File: config.mk
export PLATFORM = sky130hd
export DESIGN_NAME = diameter_message_parser
export DESIGN_NICKNAME = d
export VERILOG_FILES = /design/src/rtl/core/dmp_pkg.sv /design/src/rtl/core/diameter_message_parser.sv
export SDC_FILE = /design/constraint.sdc
export NUM_CORES = 2
export LEC_CHECK = 0
export CAP_MARGIN = 20
export CORE_UTILIZATION = 59
export CTS_CLUSTER_DIAMETER = 100
export CTS_CLUSTER_SIZE = 40
export DETAILED_ROUTE_END_ITERATION = 10
export DONT_BUFFER_PORTS = 1
export PLACE_DENSITY = 0.75
export REMOVE_ABC_BUFFERS = 1
export SYNTH_ARGS = -nofsm -noshare
export SYNTH_HDL_FRONTEND = slang
export SYNTH_SLANG_ARGS = --single-unit
File: constraint.sdc
create_clock -name clk -period 28.4 [get_ports clk]
set_clock_uncertainty 0.2 [all_clocks]
set_input_delay 2.84 -clock clk [delete_from_list [all_inputs] [get_ports clk]]
set_output_delay 2.84 -clock clk [all_outputs]
set_load 0.02 [all_outputs]
File: src/rtl/core/dmp_pkg.sv
`default_nettype none

package dmp_pkg;

	// Parse phases; the three pending-error phases skip to the message end
	typedef enum logic [2:0] {
		PH_HDR      = 3'd0,
		PH_AVP_HDR  = 3'd1,
		PH_AVP_DATA = 3'd2,
		PH_CUT_HDR  = 3'd4,
		PH_BAD_LEN  = 3'd5,
		PH_CUT_DATA = 3'd6
	} phase_t;

	// Result kinds
	localparam logic [1:0] KIND_HEADER = 2'd0;
	localparam logic [1:0] KIND_AVP    = 2'd1;
	localparam logic [1:0] KIND_DONE   = 2'd2;
	localparam logic [1:0] KIND_ERROR  = 2'd3;

	// Error codes
	localparam logic [2:0] ERR_NONE       = 3'd0;
	localparam logic [2:0] ERR_SHORT_BUF  = 3'd1;
	localparam logic [2:0] ERR_VERSION    = 3'd2;
	localparam logic [2:0] ERR_LEN_OVER   = 3'd3;
	localparam logic [2:0] ERR_AVP_HDR    = 3'd4;
	localparam logic [2:0] ERR_AVP_LEN    = 3'd5;
	localparam logic [2:0] ERR_DATA_CUT   = 3'd6;

	// Protocol constants
	localparam logic [7:0]  DIAM_VERSION   = 8'd1;
	localparam logic [23:0] MSG_HDR_LAST   = 24'd19;
	localparam logic [23:0] MSG_HDR_BYTES  = 24'd20;
	localparam logic [23:0] AVP_HDR_BYTES  = 24'd8;
	localparam logic [23:0] AVP_VHDR_BYTES = 24'd12;

	// Result queue
	localparam int QUEUE_DEPTH = 4;
	localparam int QPTR_W      = 2;

	typedef struct packed {
		logic [1:0]  kind;
		logic [2:0]  error_code;
		logic [7:0]  command_flags;
		logic [31:0] code_value;
		logic [31:0] application_id;
		logic [31:0] hop_id;
		logic [31:0] end_id;
		logic [7:0]  avp_flag_bits;
		logic [31:0] vendor_value;
		logic [23:0] data_length;
		logic [23:0] data_offset;
		logic        last_of_run;
	} res_t;

	// Events raised by one parsed byte
	typedef struct packed {
		logic       hdr;
		logic       avp;
		logic       term;
		logic [1:0] term_kind;
		logic [2:0] term_err;
	} evt_t;

endpackage

`default_nettype wire

File: src/rtl/core/diameter_message_parser.sv
`default_nettype none

// Channel  Direction  Handshake            Payload
// in       sink       in_valid / in_stall  data_byte, last_in_buffer
// out      source     out_valid/out_stall  kind .. last_of_run (one result per word)
//
// One byte is parsed per cycle while in_stall is low; the parse state updates at the accepting edge.
// A byte yields up to two results, which go into a four-entry result queue.
// in_stall rises while fewer than two queue entries are free, so the input keeps
// one byte per cycle as long as the output drains at least as fast.
// Reset empties the queue and returns the parser to awaiting a message header.
module diameter_message_parser (
	input  wire logic        clk,
	input  wire logic        arst_n,
	input  wire logic        in_valid,
	output logic             in_stall,
	input  wire logic [7:0]  data_byte,
	input  wire logic        last_in_buffer,
	output logic             out_valid,
	input  wire logic        out_stall,
	output logic [1:0]       kind,
	output logic [2:0]       error_code,
	output logic [7:0]       command_flags,
	output logic [31:0]      code_value,
	output logic [31:0]      application_id,
	output logic [31:0]      hop_id,
	output logic [31:0]      end_id,
	output logic [7:0]       avp_flag_bits,
	output logic [31:0]      vendor_value,
	output logic [23:0]      data_length,
	output logic [23:0]      data_offset,
	output logic             last_of_run
);

	// Parse state
	dmp_pkg::phase_t phase_q, phase_n;
	logic [23:0] pos_q, pos_n;
	logic [23:0] len_q, len_n;
	logic [23:0] apos_q, apos_n;
	logic [31:0] asm_q, asm_n;
	logic [7:0]  hflags_q, hflags_n;
	logic [23:0] hcode_q, hcode_n;
	logic [31:0] happ_q, happ_n;
	logic [31:0] hhop_q, hhop_n;
	logic [31:0] acode_q, acode_n;
	logic [7:0]  aflags_q, aflags_n;
	logic [23:0] alen_q, alen_n;
	logic [31:0] avend_q, avend_n;
	logic        drop_q, drop_n;

	// Decode helpers
	logic [31:0] asm_sh;
	logic [24:0] np;
	logic        np_at_end;
	logic [23:0] dl;
	logic [23:0] dl_len;
	logic [31:0] dl_vend;
	logic [24:0] dl_p3;
	logic [24:0] pad;
	logic [23:0] room;
	logic [23:0] pad_eff;
	logic        fin;
	dmp_pkg::evt_t evt;

	// Result queue
	dmp_pkg::res_t res_q [dmp_pkg::QUEUE_DEPTH];
	dmp_pkg::res_t res0, res1, r_hdr, r_avp, r_term;
	logic [dmp_pkg::QPTR_W-1:0] wr_ptr_q, rd_ptr_q, wr_ptr1;
	logic [dmp_pkg::QPTR_W:0]   cnt_q;
	logic [1:0]                 n_push;
	logic                       accept, pop;

	assign accept   = in_valid & ~in_stall;
	assign in_stall = (cnt_q > (dmp_pkg::QPTR_W + 1)'(dmp_pkg::QUEUE_DEPTH - 2));
	assign out_valid = (cnt_q != '0);
	assign pop       = out_valid & ~out_stall;

	assign asm_sh    = {asm_q[23:0], data_byte};
	assign np        = {1'b0, pos_q} + 25'd1;
	assign np_at_end = (np >= {1'b0, len_q});

	// Descriptor arithmetic: length, padded skip and room left in the message
	assign dl_p3 = {1'b0, dl} + 25'd3;
	assign pad   = {dl_p3[24:2], 2'b00};
	assign room  = len_q - np[23:0];
	assign pad_eff = (pad > {1'b0, room}) ? room : pad[23:0];

	// Next state and events
	always_comb begin
		logic hdr_done;
		logic vend;
		logic [23:0] hsz;
		hdr_done = 1'b0;
		vend     = aflags_q[7];
		hsz      = dmp_pkg::AVP_HDR_BYTES;
		phase_n  = phase_q;
		pos_n    = pos_q;
		len_n    = len_q;
		apos_n   = apos_q;
		asm_n    = asm_q;
		hflags_n = hflags_q;
		hcode_n  = hcode_q;
		happ_n   = happ_q;
		hhop_n   = hhop_q;
		acode_n  = acode_q;
		aflags_n = aflags_q;
		alen_n   = alen_q;
		avend_n  = avend_q;
		drop_n   = drop_q;
		dl_len   = alen_q;
		dl_vend  = asm_sh;
		dl       = '0;
		fin      = 1'b0;
		evt      = '0;

		if (accept) begin
			if (drop_q) begin
				// drop the rest of the buffer
				if (last_in_buffer) begin
					drop_n  = 1'b0;
					phase_n = dmp_pkg::PH_HDR;
					pos_n   = '0;
					apos_n  = '0;
					asm_n   = '0;
				end
			end else begin
				asm_n = asm_sh;
				pos_n = np[23:0];
				unique case (phase_q)
					dmp_pkg::PH_HDR: begin
						priority if (pos_q == 24'd3) begin
							len_n    = asm_sh[23:0];
							aflags_n = asm_sh[31:24];
						end else if (pos_q == 24'd4) begin
							hflags_n = data_byte;
						end else if (pos_q == 24'd7) begin
							hcode_n = asm_sh[23:0];
						end else if (pos_q == 24'd11) begin
							happ_n = asm_sh;
						end else if (pos_q == 24'd15) begin
							hhop_n = asm_sh;
						end
						if (pos_q < dmp_pkg::MSG_HDR_LAST) begin
							if (last_in_buffer) begin
								evt.term     = 1'b1;
								evt.term_kind = dmp_pkg::KIND_ERROR;
								evt.term_err = dmp_pkg::ERR_SHORT_BUF;
								fin = 1'b1;
							end
						end else begin
							priority if (aflags_q != dmp_pkg::DIAM_VERSION) begin
								evt.term      = 1'b1;
								evt.term_kind = dmp_pkg::KIND_ERROR;
								evt.term_err  = dmp_pkg::ERR_VERSION;
								fin = 1'b1;
							end else if (len_q > dmp_pkg::MSG_HDR_BYTES && last_in_buffer) begin
								evt.term      = 1'b1;
								evt.term_kind = dmp_pkg::KIND_ERROR;
								evt.term_err  = dmp_pkg::ERR_LEN_OVER;
								fin = 1'b1;
							end else begin
								evt.hdr = 1'b1;
								if (len_q <= dmp_pkg::MSG_HDR_BYTES) begin
									evt.term      = 1'b1;
									evt.term_kind = dmp_pkg::KIND_DONE;
									evt.term_err  = dmp_pkg::ERR_NONE;
									fin = 1'b1;
								end else begin
									phase_n = dmp_pkg::PH_AVP_HDR;
									apos_n  = '0;
								end
							end
							aflags_n = '0;
						end
					end
					dmp_pkg::PH_AVP_HDR: begin
						priority if (apos_q == 24'd0 &&
								({1'b0, pos_q} + 25'd8) > {1'b0, len_q}) begin
							phase_n = dmp_pkg::PH_CUT_HDR;
						end else if (apos_q == 24'd3) begin
							acode_n = asm_sh;
						end else if (apos_q == 24'd4) begin
							aflags_n = data_byte;
							if (data_byte[7] && ({1'b0, pos_q} + 25'd8) > {1'b0, len_q})
								phase_n = dmp_pkg::PH_CUT_HDR;
						end else if (apos_q == 24'd7) begin
							alen_n = asm_sh[23:0];
							dl_len = asm_sh[23:0];
							if (vend) begin
								hsz = dmp_pkg::AVP_VHDR_BYTES;
							end else begin
								avend_n = '0;
								dl_vend = '0;
							end
							priority if (asm_sh[23:0] < hsz)
								phase_n = dmp_pkg::PH_BAD_LEN;
							else if (!vend)
								hdr_done = 1'b1;
						end else if (apos_q >= 24'd11) begin
							avend_n  = asm_sh;
							hsz      = dmp_pkg::AVP_VHDR_BYTES;
							hdr_done = 1'b1;
						end
						dl = dl_len - hsz;
						if (phase_n == dmp_pkg::PH_AVP_HDR) begin
							if (hdr_done) begin
								if (({1'b0, np} + {2'b00, dl}) > {2'b00, len_q}) begin
									phase_n = dmp_pkg::PH_CUT_DATA;
								end else begin
									evt.avp = 1'b1;
									if (pad_eff == '0) begin
										apos_n = '0;
										if (np_at_end) begin
											evt.term      = 1'b1;
											evt.term_kind = dmp_pkg::KIND_DONE;
											evt.term_err  = dmp_pkg::ERR_NONE;
											fin = 1'b1;
										end
									end else begin
										phase_n = dmp_pkg::PH_AVP_DATA;
										apos_n  = pad_eff;
									end
								end
							end else begin
								apos_n = apos_q + 24'd1;
							end
						end
					end
					dmp_pkg::PH_AVP_DATA: begin
						logic [23:0] left;
						left = (apos_q != '0) ? apos_q - 24'd1 : apos_q;
						apos_n = left;
						if (left == '0) begin
							phase_n = dmp_pkg::PH_AVP_HDR;
							if (np_at_end) begin
								evt.term      = 1'b1;
								evt.term_kind = dmp_pkg::KIND_DONE;
								evt.term_err  = dmp_pkg::ERR_NONE;
								fin = 1'b1;
							end
						end
					end
					default: begin
						// pending error: advance to the message end
					end
				endcase

				// Raise a pending error once the message end is reached
				if (!fin && np_at_end && (phase_n == dmp_pkg::PH_CUT_HDR ||
						phase_n == dmp_pkg::PH_BAD_LEN || phase_n == dmp_pkg::PH_CUT_DATA)) begin
					evt.term      = 1'b1;
					evt.term_kind = dmp_pkg::KIND_ERROR;
					unique case (phase_n)
						dmp_pkg::PH_CUT_HDR: evt.term_err = dmp_pkg::ERR_AVP_HDR;
						dmp_pkg::PH_BAD_LEN: evt.term_err = dmp_pkg::ERR_AVP_LEN;
						default:             evt.term_err = dmp_pkg::ERR_DATA_CUT;
					endcase
					fin = 1'b1;
				end
				if (!fin && last_in_buffer) begin
					evt.term      = 1'b1;
					evt.term_kind = dmp_pkg::KIND_ERROR;
					evt.term_err  = dmp_pkg::ERR_LEN_OVER;
					fin = 1'b1;
				end

				// Restart on the buffer end, else drop until it
				if (fin) begin
					if (last_in_buffer) begin
						phase_n = dmp_pkg::PH_HDR;
						pos_n   = '0;
						apos_n  = '0;
						asm_n   = '0;
					end else begin
						drop_n = 1'b1;
					end
				end
			end
		end
	end

	// Result words
	always_comb begin
		r_hdr                = '0;
		r_hdr.kind           = dmp_pkg::KIND_HEADER;
		r_hdr.error_code     = dmp_pkg::ERR_NONE;
		r_hdr.command_flags  = hflags_q;
		r_hdr.code_value     = {8'd0, hcode_q};
		r_hdr.application_id = happ_q;
		r_hdr.hop_id         = hhop_q;
		r_hdr.end_id         = asm_sh;
		r_hdr.last_of_run    = ~evt.term;

		r_avp               = '0;
		r_avp.kind          = dmp_pkg::KIND_AVP;
		r_avp.error_code    = dmp_pkg::ERR_NONE;
		r_avp.code_value    = acode_q;
		r_avp.avp_flag_bits = aflags_q;
		r_avp.vendor_value  = dl_vend;
		r_avp.data_length   = dl;
		r_avp.data_offset   = np[23:0];
		r_avp.last_of_run   = ~evt.term;

		r_term             = '0;
		r_term.kind        = evt.term_kind;
		r_term.error_code  = evt.term_err;
		r_term.last_of_run = 1'b1;

		res1 = r_term;
		priority if (evt.hdr)
			res0 = r_hdr;
		else if (evt.avp)
			res0 = r_avp;
		else
			res0 = r_term;
		n_push = {1'b0, evt.hdr | evt.avp} + {1'b0, evt.term};
	end

	assign wr_ptr1 = wr_ptr_q + dmp_pkg::QPTR_W'(1);

	// Parse state registers
	always_ff @(posedge clk or negedge arst_n) begin
		if (!arst_n) begin
			phase_q  <= dmp_pkg::PH_HDR;
			pos_q    <= '0;
			len_q    <= '0;
			apos_q   <= '0;
			asm_q    <= '0;
			hflags_q <= '0;
			hcode_q  <= '0;
			happ_q   <= '0;
			hhop_q   <= '0;
			acode_q  <= '0;
			aflags_q <= '0;
			alen_q   <= '0;
			avend_q  <= '0;
			drop_q   <= 1'b0;
		end else begin
			phase_q  <= phase_n;
			pos_q    <= pos_n;
			len_q    <= len_n;
			apos_q   <= apos_n;
			asm_q    <= asm_n;
			hflags_q <= hflags_n;
			hcode_q  <= hcode_n;
			happ_q   <= happ_n;
			hhop_q   <= hhop_n;
			acode_q  <= acode_n;
			aflags_q <= aflags_n;
			alen_q   <= alen_n;
			avend_q  <= avend_n;
			drop_q   <= drop_n;
		end
	end

	// Queue pointers and fill count
	always_ff @(posedge clk or negedge arst_n) begin
		if (!arst_n) begin
			wr_ptr_q <= '0;
			rd_ptr_q <= '0;
			cnt_q    <= '0;
		end else begin
			wr_ptr_q <= wr_ptr_q + dmp_pkg::QPTR_W'(n_push);
			if (pop)
				rd_ptr_q <= rd_ptr_q + dmp_pkg::QPTR_W'(1);
			cnt_q <= cnt_q + (dmp_pkg::QPTR_W + 1)'(n_push) - (dmp_pkg::QPTR_W + 1)'(pop);
		end
	end

	// Queue storage: hold up to two words per byte
	always_ff @(posedge clk) begin
		if (n_push != 2'd0)
			res_q[wr_ptr_q] <= res0;
		if (n_push == 2'd2)
			res_q[wr_ptr1] <= res1;
	end

	assign kind           = res_q[rd_ptr_q].kind;
	assign error_code     = res_q[rd_ptr_q].error_code;
	assign command_flags  = res_q[rd_ptr_q].command_flags;
	assign code_value     = res_q[rd_ptr_q].code_value;
	assign application_id = res_q[rd_ptr_q].application_id;
	assign hop_id         = res_q[rd_ptr_q].hop_id;
	assign end_id         = res_q[rd_ptr_q].end_id;
	assign avp_flag_bits  = res_q[rd_ptr_q].avp_flag_bits;
	assign vendor_value   = res_q[rd_ptr_q].vendor_value;
	assign data_length    = res_q[rd_ptr_q].data_length;
	assign data_offset    = res_q[rd_ptr_q].data_offset;
	assign last_of_run    = res_q[rd_ptr_q].last_of_run;

endmodule

`default_nettype wire

==> results.ini <==
[yosys]
syn_area_um2=53600
yosysUniqueCellTypes=95
synthCells=4914
synthFlopType=dfxtp_1
seq_area_frac_synth=0.472
synth_edf_count=20
synth_mux_area_frac=0.136
synth_xor_area_frac=0.0212
synth-adder-area-share=0.0375
synth_compound_area_frac=0.208
yosys_register_bits=1187
yosys_warnings=0
async_flop_share=0.225
synth_area_per_cell_um2=10.9
synth_top_family_by_area=compound AO/OA/AOI/OAI gates
synthSimpleGateAreaFrac=0.0870

[timing]
setup_violations=0
fmax_mhz=71.8
slew_violations=0
fin_hold_ws_ps=263
relSlewSlack=0.150
hold_violations=0
finalCritPeriodShare=0.490
rsz0062_at_grt=no
finalCriticalPeriod_ps=13930
worst_slack_ps=14470
finalSetupTns_ps=0
max_slew.worst_pin.slew_ps=1260

[clocking]
root_buffer=clkbuf_16
cts_buffer_depth=3
clock_latency_ps=660
cts-resized-gates=0
htreeDepth=2
hold_buffers=0
clkSinkCount=1187
cts_tree=done
clkTransAtPathRegs_ps=130
cts_buffers=39
post_cts_buffers=0

[finish]
drive_gt1_frac=0.133
final_nets=4788
seq_area_um2=25300
multi_input_area_um2=26400
syn_to_final_growth_pct=3.73
nFillCells=7166
final_cells=5824

[global_route]
grt_pass1_vias=37800
antenna_found_initial=1
overflow=0
grt_max_degree=268
grt_pass1_wl_um=241000
grtUsageTotal=0.339

[place]
place.port_buffers=0
place_hpwl_um=103000
place_ws_ps=14130
gp_congestion=1.00
dp_cells=5751

[outcome]
status=finished, final reports clean

[die]
start_util=0.595
num_rows=110
pin_count=245
die_x_um=303
die_h_um=303
die-area_um2=92000
coreArea_um2=90000

[power_and_ir_drop]
power.switching_mw=1.63
ir_worst_vdd_v=0.0000574
p_comb_frac=0.361
p_per_area_nw_per_um2=74.2
pwr-share-clk=0.200
finalPower_mw=4.12
cellLeakagePower_nw=22.5
share_seq_of_total_power=0.439
p_sw_frac=0.395
p_int_mw=2.49

[setup_path]
critical_path.slowest_cell=buf_4
cp.arrival_ps=14300
cp_data_required_time_ps=28770
slowest_delay_ps=910
cp_top_family=simple AND/OR/NAND/NOR gates
worst-setup-path-type=reg2reg
crit_path_max_fanout=76
crit_top_cell=ha_1
crit_buf_inv=6
worst_setup_path_end_kind=flop
cp-start-kind=flop

[detailed_routing]
routedWlPerCell_um=27.4
drc_errors=0
wl_um=160000
drt_iter0_markers=4865
drtPass1Iterations=6
antenna_left=0
vias_per_cell=6.98
vias=40600

[run]
max-cap-violations=0

[worst_hold_path]
min_path_type=reg2reg

==> power by group through the flow <==
stage / combinational, mW / sequential (mW) / clock (mW)
floorplan: 0.920 / 1.92 / 0
global route: 1.58 / 1.81 / 0.888
detailed placement: 1.46 / 1.84 / 0
CTS: 1.46 / 1.81 / 0.832
finish: 1.49 / 1.81 / 0.826
global placement: 1.45 / 1.84 / 0
==> cells in the final DEF, fill, tap and decap left out, types with 42 or more instances in the layout <==
master,Yosys,routed
dfxtp_1,900,900
a22o_1,723,723
nand2_1,413,412
o21ai_0,352,351
dfrtp_1,267,265
mux4_2,230,230
nor2_1,197,181
mux2_2,173,173
ha_1,156,156
inv_1,117,117
a21oi_1,106,106
xnor2_1,75,75
buf_4,0,74
nor3_1,62,61
nand3_1,55,55
xor2_1,55,55
nor4_1,46,46
clkbuf_16,0,42
==> path summary, 6_finish.rpt <==
path | depth (start not counted) | startpoint | slack, ps | endpoint
max | 43 | apos_q[11] | 14470 | res_q[1][12]
min | 2 | res_q[2][22] | 260 | res_q[2][22]
max reg2reg | 43 | apos_q[11] | 14470 | res_q[1][12]
min reg2reg | 2 | res_q[2][22] | 260 | res_q[2][22]
max in group asynchronous | 0 | arst_n | 25430 | rd_ptr_q[0]
min in group asynchronous | 0 | arst_n | 1690 | apos_q[7]
==> state kept, by name, summed over array words and instances (netlist names), 8 cells and up <==
signal / flops
asm_q: 24
hhop_q: 32
apos_q: 24
acode_q: 32
aflags_q: 8
len_q: 24
res_q: 920
pos_q: 24
happ_q: 32
hflags_q: 8
hcode_q: 24
alen_q: 24
==> final cells by class <==
class,instances,area share
flip-flops and latches,1187,0.455
repair buffers,78,0.0116
well taps,1176,0.0265
clock inverters,11,0.00340
clock buffers,61,0.0204
diodes,1,0.0000450
inverters,118,0.00797
multi-input cells,3192,0.475
==> worst reg2reg max path: cells and delay by family (launching register included) <==
family / cells / cell delay, ps
compound gates: 15 / 3370
xor+xnor: 2 / 250
fa+ha+maj: 5 / 1650
buf+inv: 6 / 3110
flops: 1 / 480
mux: 1 / 330
simple gates: 14 / 4440
==> cells by family after synthesis <==
group                      after synthesis
adders and majority gates              159
buffers and inverters                  535
xor gates and xnor gates               130
and+or+nand+nor                        991
AOI/OAI and AO/OA                     1492
DFF                                   1187
muxes                                  420
==> cells in the mapped netlist, drive strengths merged (6+ instances only) <==
master | n | share of area
a2111oi | 9 | 0.0016
a211o | 7 | 0.0011
a211oi | 28 | 0.0042
a21boi | 9 | 0.0013
a21o | 35 | 0.0050
a21oi | 115 | 0.012
a221oi | 7 | 0.0011
a22o | 723 | 0.12
a22oi | 35 | 0.0049
a31oi | 13 | 0.0016
and2 | 22 | 0.0026
and3 | 28 | 0.0033
and4 | 10 | 0.0016
buf | 71 | 0.0052
clkbuf | 346 | 0.024
dfrtp | 267 | 0.12
dfxtp | 900 | 0.34
edfxtp | 20 | 0.011
ha | 156 | 0.036
inv | 118 | 0.0083
mux2 | 174 | 0.037
mux2i | 16 | 0.0030
mux4 | 230 | 0.097
nand2 | 413 | 0.029
nand2b | 16 | 0.0019
nand3 | 56 | 0.0055
nand4 | 35 | 0.0041
nor2 | 197 | 0.014
nor2b | 16 | 0.0019
nor3 | 62 | 0.0058
nor3b | 6 | 0.00084
nor4 | 48 | 0.0060
o2111ai | 8 | 0.0013
o211ai | 27 | 0.0039
o21a | 29 | 0.0042
o21ai | 359 | 0.034
o22ai | 7 | 0.00082
o31ai | 18 | 0.0026
o41ai | 6 | 0.00098
or2 | 20 | 0.0023
or3 | 32 | 0.0038
or4 | 13 | 0.0019
xnor2 | 75 | 0.012
xor2 | 55 | 0.0090
==> layer usage <==
layer / vias up / track usage / share of wire
met1: 20500 / 0.479 / 0.41
met2: 2077 / 0.527 / 0.46
met5: - / 0 / 0.000094
met3: 326 / 0.0558 / 0.094
met4: 2 / 0.119 / 0.039
li1: 17800 / - / -
==> through the flow <==
stage | utilization | cell area (µm²)
global placement | 0.603 | 54200
global route | 0.618 | 55600
finish | 0.618 | 55600
CTS | 0.618 | 55600
floorplan | - | 52000
detailed placement | 0.603 | 54300
Power figures use the tool's default switching activity.
